## src/design/rhp_pkg.sv

```systemverilog
package rhp_pkg;

    localparam int DEPTH_W   = 16;
    localparam int REGION_W  = 4;
    localparam int BINS_W    = 9;
    localparam int FRAC_W    = 16;
    localparam int CFG_IDX_W = 3;
    localparam int OUTCOME_W = 2;

    typedef enum logic [CFG_IDX_W-1:0] {
        CFG_MIN_DIST = 3'd0,
        CFG_MAX_DIST = 3'd1,
        CFG_BINS     = 3'd2,
        CFG_THRESH   = 3'd3,
        CFG_IGNORE   = 3'd4
    } cfg_idx_t;

    typedef enum logic [OUTCOME_W-1:0] {
        OUTC_FOUND = 2'd0,
        OUTC_FEW   = 2'd1,
        OUTC_KEPT  = 2'd2
    } outcome_t;

    // live configuration, bins already clamped to the usable range
    typedef struct packed {
        logic [DEPTH_W-1:0] min_dist;
        logic [DEPTH_W-1:0] max_dist;
        logic [BINS_W-1:0]  bin_num;
        logic [FRAC_W-1:0]  thresh;
        logic [FRAC_W-1:0]  ignore;
    } cfg_t;

    // classified pixel held in the queue
    typedef struct packed {
        logic [DEPTH_W-1:0]  offset;
        logic [REGION_W-1:0] region;
        logic                counted;
        logic                valid;
        logic                binned;
        logic                frame_end;
    } pix_t;

    typedef struct packed {
        logic pop;
        logic init_busy;
    } back_stat_t;

endpackage

```

## src/design/rhp_front.sv

```systemverilog
module rhp_front import rhp_pkg::*; #(
    parameter int NUM_REGIONS = 15
) (
    input  logic                clk,
    input  logic                rst_n,
    input  logic                in_valid,
    output logic                in_ready,
    input  logic [DEPTH_W-1:0]  depth,
    input  logic [REGION_W-1:0] region,
    input  logic                frame_end,
    input  cfg_t                cfg,
    input  back_stat_t          stat,
    output pix_t                head,
    output logic                head_valid
);

    pix_t       entry_reg [2];
    logic       wr_ptr_reg;
    logic       rd_ptr_reg;
    logic [1:0] fill_reg;
    pix_t       item;
    logic       push;

    always_comb
    begin
        item.offset    = depth - cfg.min_dist;
        item.region    = region;
        item.counted   = 32'(region) < NUM_REGIONS;
        item.valid     = item.counted && depth >= cfg.min_dist && depth <= cfg.max_dist;
        item.binned    = item.counted && depth >= cfg.min_dist && depth < cfg.max_dist;
        item.frame_end = frame_end;
    end

    assign in_ready   = fill_reg != 2'd2 && !stat.init_busy;
    assign push       = in_valid && in_ready;
    assign head_valid = fill_reg != 2'd0;
    assign head       = entry_reg[rd_ptr_reg];

    always_ff @(posedge clk or negedge rst_n)
    begin
        if (!rst_n)
        begin
            wr_ptr_reg <= 1'b0;
            rd_ptr_reg <= 1'b0;
            fill_reg   <= 2'd0;
        end
        else
        begin
            if (push)
            begin
                wr_ptr_reg <= !wr_ptr_reg;
            end
            if (stat.pop)
            begin
                rd_ptr_reg <= !rd_ptr_reg;
            end
            if (push && !stat.pop)
            begin
                fill_reg <= fill_reg + 2'd1;
            end
            else if (!push && stat.pop)
            begin
                fill_reg <= fill_reg - 2'd1;
            end
        end
    end

    always_ff @(posedge clk)
    begin
        if (push)
        begin
            entry_reg[wr_ptr_reg] <= item;
        end
    end

endmodule

```

## config.mk

```make
export PLATFORM = sky130hd
export DESIGN_NAME = rhp_front
export DESIGN_NICKNAME = d
export VERILOG_FILES = /design/src/design/rhp_pkg.sv /design/src/design/rhp_front.sv
export SDC_FILE = /design/constraint.sdc
export NUM_CORES = 1
export LEC_CHECK = 0
export ABC_AREA = 1
export BUFFER_PORTS_ARGS = -buffer_cell sky130_fd_sc_hd__buf_2
export CORE_MARGIN = 5
export CORE_UTILIZATION = 30
export DETAILED_ROUTE_END_ITERATION = 12
export HOLD_SLACK_MARGIN = 0.03
export PLACE_DENSITY_LB_ADDON = 0.25
export SETUP_SLACK_MARGIN = 0.5
export SYNTH_ARGS = -nofsm -noshare
export SYNTH_HDL_FRONTEND = slang
export SYNTH_SLANG_ARGS = --single-unit
```

## constraint.sdc

```tcl
create_clock -name clk -period 3.22 [get_ports clk]
set_input_delay 0.161 -clock clk [delete_from_list [all_inputs] [get_ports clk]]
set_output_delay 0.161 -clock clk [all_outputs]
set_load 0.03 [all_outputs]
```

==> impl_results.md <==
- Drt wl/cell: 11.99 um
- Synth warn: 0
- H-tree Lvls: 2
- Die X: 115.2 um
- Largest family of logic cells by synthesized area: simple AND/OR/NAND/NOR gates
- Clock power frac: 15.5%
- # DRC: 0
- R2r setup slk: 1.57 ns
- Post-Synth XOR/XNOR Area: 4.182%
- PwrDens: 560.0 nW/um^2
- CP endpoint kind: output pin
- Fin. max-slew vios: 0
- Leading cell type in the layout, fill and taps excluded: buf_2
- Mapped Cells: 344
- CTS tree: yes
- Setup Buffers After CTS: 0
- Place WS: 1.232 ns
- Synth Area in Simple Gates: 14.92%
- Mean Syn Cell Area: 9.653 um^2
- CP Buf/Inv Count: 2
- Critical path depth: 3
- Maxcap violations: 0
- Final HPWL DP: 5633 um
- Final setup viols: 0
- P_sw: 0.0008623 W
- Global placer's final weighted congestion: 0.8563
- Die footprint: 13270 um^2
- Nets: 568
- Crit path to: head[15]
- Least-Margin Pin Slew: 0.3530 ns
- Max FFs per register: 48
- CP Launch Type: register
- Hold Buf Count CTS: 1
- Post-Syn Area: 3321 um^2
- Clock sinks: 52
- Slowest stage delay, CP: 0.40 ns
- DR vias: 2496
- Initial antenna violation count: 0
- Flop pwr share: 40.1%
- Mapped Nets: 477
- Filler cells: 1126
- Relative slew slack: 76.47%
- First-pass GRT wire length: 11380 um
- P_leak: 1.966 nW
- PostCTS Resize Cnt: 0
- Minimum clock period: 1.708 ns
- Core Box Area: 10840 um^2
- Highest Clock Rate: 585.6 MHz
- Row count: 38
- Req. time, crit path: 3.06 ns
- Cell family with most CP delay: buffers and inverters
- R2R Path End: fill_reg[1]$_DFFE_PN0P_
- Worst-case hold slack: 0.05800 ns
- Critical R2R Launch: fill_reg[0]$_DFFE_PN0P_
- CP Class: register to output pin
- Crit path cell chain: buf_4, mux2_2, buf_2
- Adder-cell area share of the yosys netlist: 13.04%
- Gr usage total: 10.64%
- Compound-Gate Fraction of Synth Area: 5.614%
- Vias in the first global route: 2542
- Clock buffer depth: 2
- Starting Density: 30.63%
- Antenna cells: 0
- DR vias/cell: 4.333
- Worst endpoint data arrival time: 1.55 ns
- FF+latch count, synth: 52
- Status: finished, final reports clean
- HP Class: input port to register
- Layout cells sized above 1: 30.50%
- R2R depth: 8
- Worst-Skew Late Latency: 0.30 ns
- Internal power: 0.001387 W
- Commonest non-fill, non-tap cells in the layout: buf_2, nand2_1, inv_1
- Die height: 115.2 um
- IO Count: 125
- Drt total wl: 6904 um
- Iter 0 DRT Violations: 100
- Distinct cell type count after synthesis: 27
- CP max stage cell: mux2_2
- Switching portion of total power: 38.33%
- Comb pwr share: 44.4%
- Worst min-delay path startpoint: stat[1]
- Max IR drop VDD: 0.4571 mV
- Area Growth Syn to Fin: 20.99%
- Clock-pin slew on the worst setup and hold paths: 0.08 ns
- Clock Skew: 0.006348 ns
- Crit share post-route: 53.04%
- Largest net degree at the start of global routing: 26
- Global route total overflow: 0
- Fin. Hold Viols: 0
- CTS Root Cell: clkbuf_8
- Worst-path fanout max: 25
- Mux cell area share after synthesis: 8.139%
- RSZ-0062 raised after global routing: false
- Register area share after synthesis: 46.42%
- Port Buffer Count: 83
- Critical Path Start: rd_ptr_reg$_DFFE_PN0P_
- Final worst slack: 1.512 ns
- CTS buffer count: 5
- Post-DRT Antenna Nets: 0
- Detailed Routing Iterations Pass 1: 5
- TNS Setup: 0 ns
per-stage QoR:
step                      std cells  instance area, um^2  power, W  util (%)
final                           576                 4018  0.002250     37.06
after floorplan                 344                 3321  0.001653         -
after global placement          567                 3924  0.001922     36.20
after CTS                       576                 4018  0.002289     37.06
after global routing            576                 4018  0.002394     37.06
after detailed placement        567                 3924  0.001936     36.20
cell families after synthesis:
kind of cell / count (synthesis)
AO/OA/AOI/OAI: 33
XOR/XNOR: 15
adder cells (fa/ha/maj): 34
buffers and inverters: 67
flip-flops: 52
multiplexers: 24
AND/OR/NAND/NOR: 119
Yosys cell counts:
library cell / count / share of area [%]
a21oi_2: 1 / 0.26
xnor2_1: 3 / 0.79
inv_2: 1 / 0.11
nand4_1: 2 / 0.38
and2_1: 1 / 0.19
buf_2: 3 / 0.45
o21ai_0: 5 / 0.75
a21o_1: 2 / 0.45
nand3_1: 11 / 1.7
o21bai_1: 1 / 0.23
or2_2: 1 / 0.19
nand2_2: 7 / 1.3
nor2_2: 2 / 0.38
inv_1: 63 / 7.1
nand2_1: 70 / 7.9
a21boi_0: 1 / 0.23
xor2_1: 11 / 2.9
o21ai_2: 2 / 0.53
ha_1: 33 / 12
nor3_1: 2 / 0.30
edfxtp_1: 48 / 43
a21oi_1: 21 / 3.2
dfrtp_1: 4 / 3.0
mux2_2: 24 / 8.1
xor2_2: 1 / 0.49
nor2_1: 23 / 2.6
fa_1: 1 / 0.60
final cells by class:
class / count / area (um^2) / area share [%]
flip-flops and latches: 52 / 1541 / 38.37
multi-input cells: 225 / 1529 / 38.06
repair buffers: 87 / 447.9 / 11.15
inverters: 64 / 240.2 / 5.979
well taps: 140 / 175.2 / 4.360
clock buffers: 6 / 72.57 / 1.806
clock inverters: 2 / 11.26 / 0.2803
metal layers:
metal	track usage, %	part of all wire, %
met1	13.73	45
met2	18.56	48
met3	1.632	5.6
met4	2.817	0.88
met5	0	0
power groups by stage:
stage | logic [W] | clock network, W | registers [W]
5_1_grt | 0.00110 | 0.000386 | 0.000911
4_1_cts | 0.00102 | 0.000363 | 0.000903
2_1_floorplan | 0.000741 | 0 | 0.000912
3_3_place_gp | 0.00101 | 0 | 0.000914
6_report | 0.000999 | 0.000349 | 0.000902
3_5_place_dp | 0.00102 | 0 | 0.000918
worst min path at each step:
stage	depth (start not counted)	slack (ns)	to
3_5_place_dp	1	-0.03	rd_ptr_reg$_DFFE_PN0P_
3_3_place_gp	1	-0.03	rd_ptr_reg$_DFFE_PN0P_
6_report	2	0.06	rd_ptr_reg$_DFFE_PN0P_
5_1_grt	1	0.05	entry_reg[1][0]$_DFFE_PP_
2_1_floorplan	0	-0.13	fill_reg[0]$_DFFE_PN0P_
4_1_cts	1	0.05	entry_reg[1][0]$_DFFE_PP_
worst reg2reg max path: cells and delay by family, from the launching register on:
kind,cells,cell delay (ns)
flip-flops,1,0.39
AO/OA/AOI/OAI,3,0.33
adder cells (fa/ha/maj),1,0.31
buffers and inverters,2,0.18
AND/OR/NAND/NOR,1,0.18
XOR/XNOR,1,0.15
Note: power is estimated with default switching activity, not from simulation.
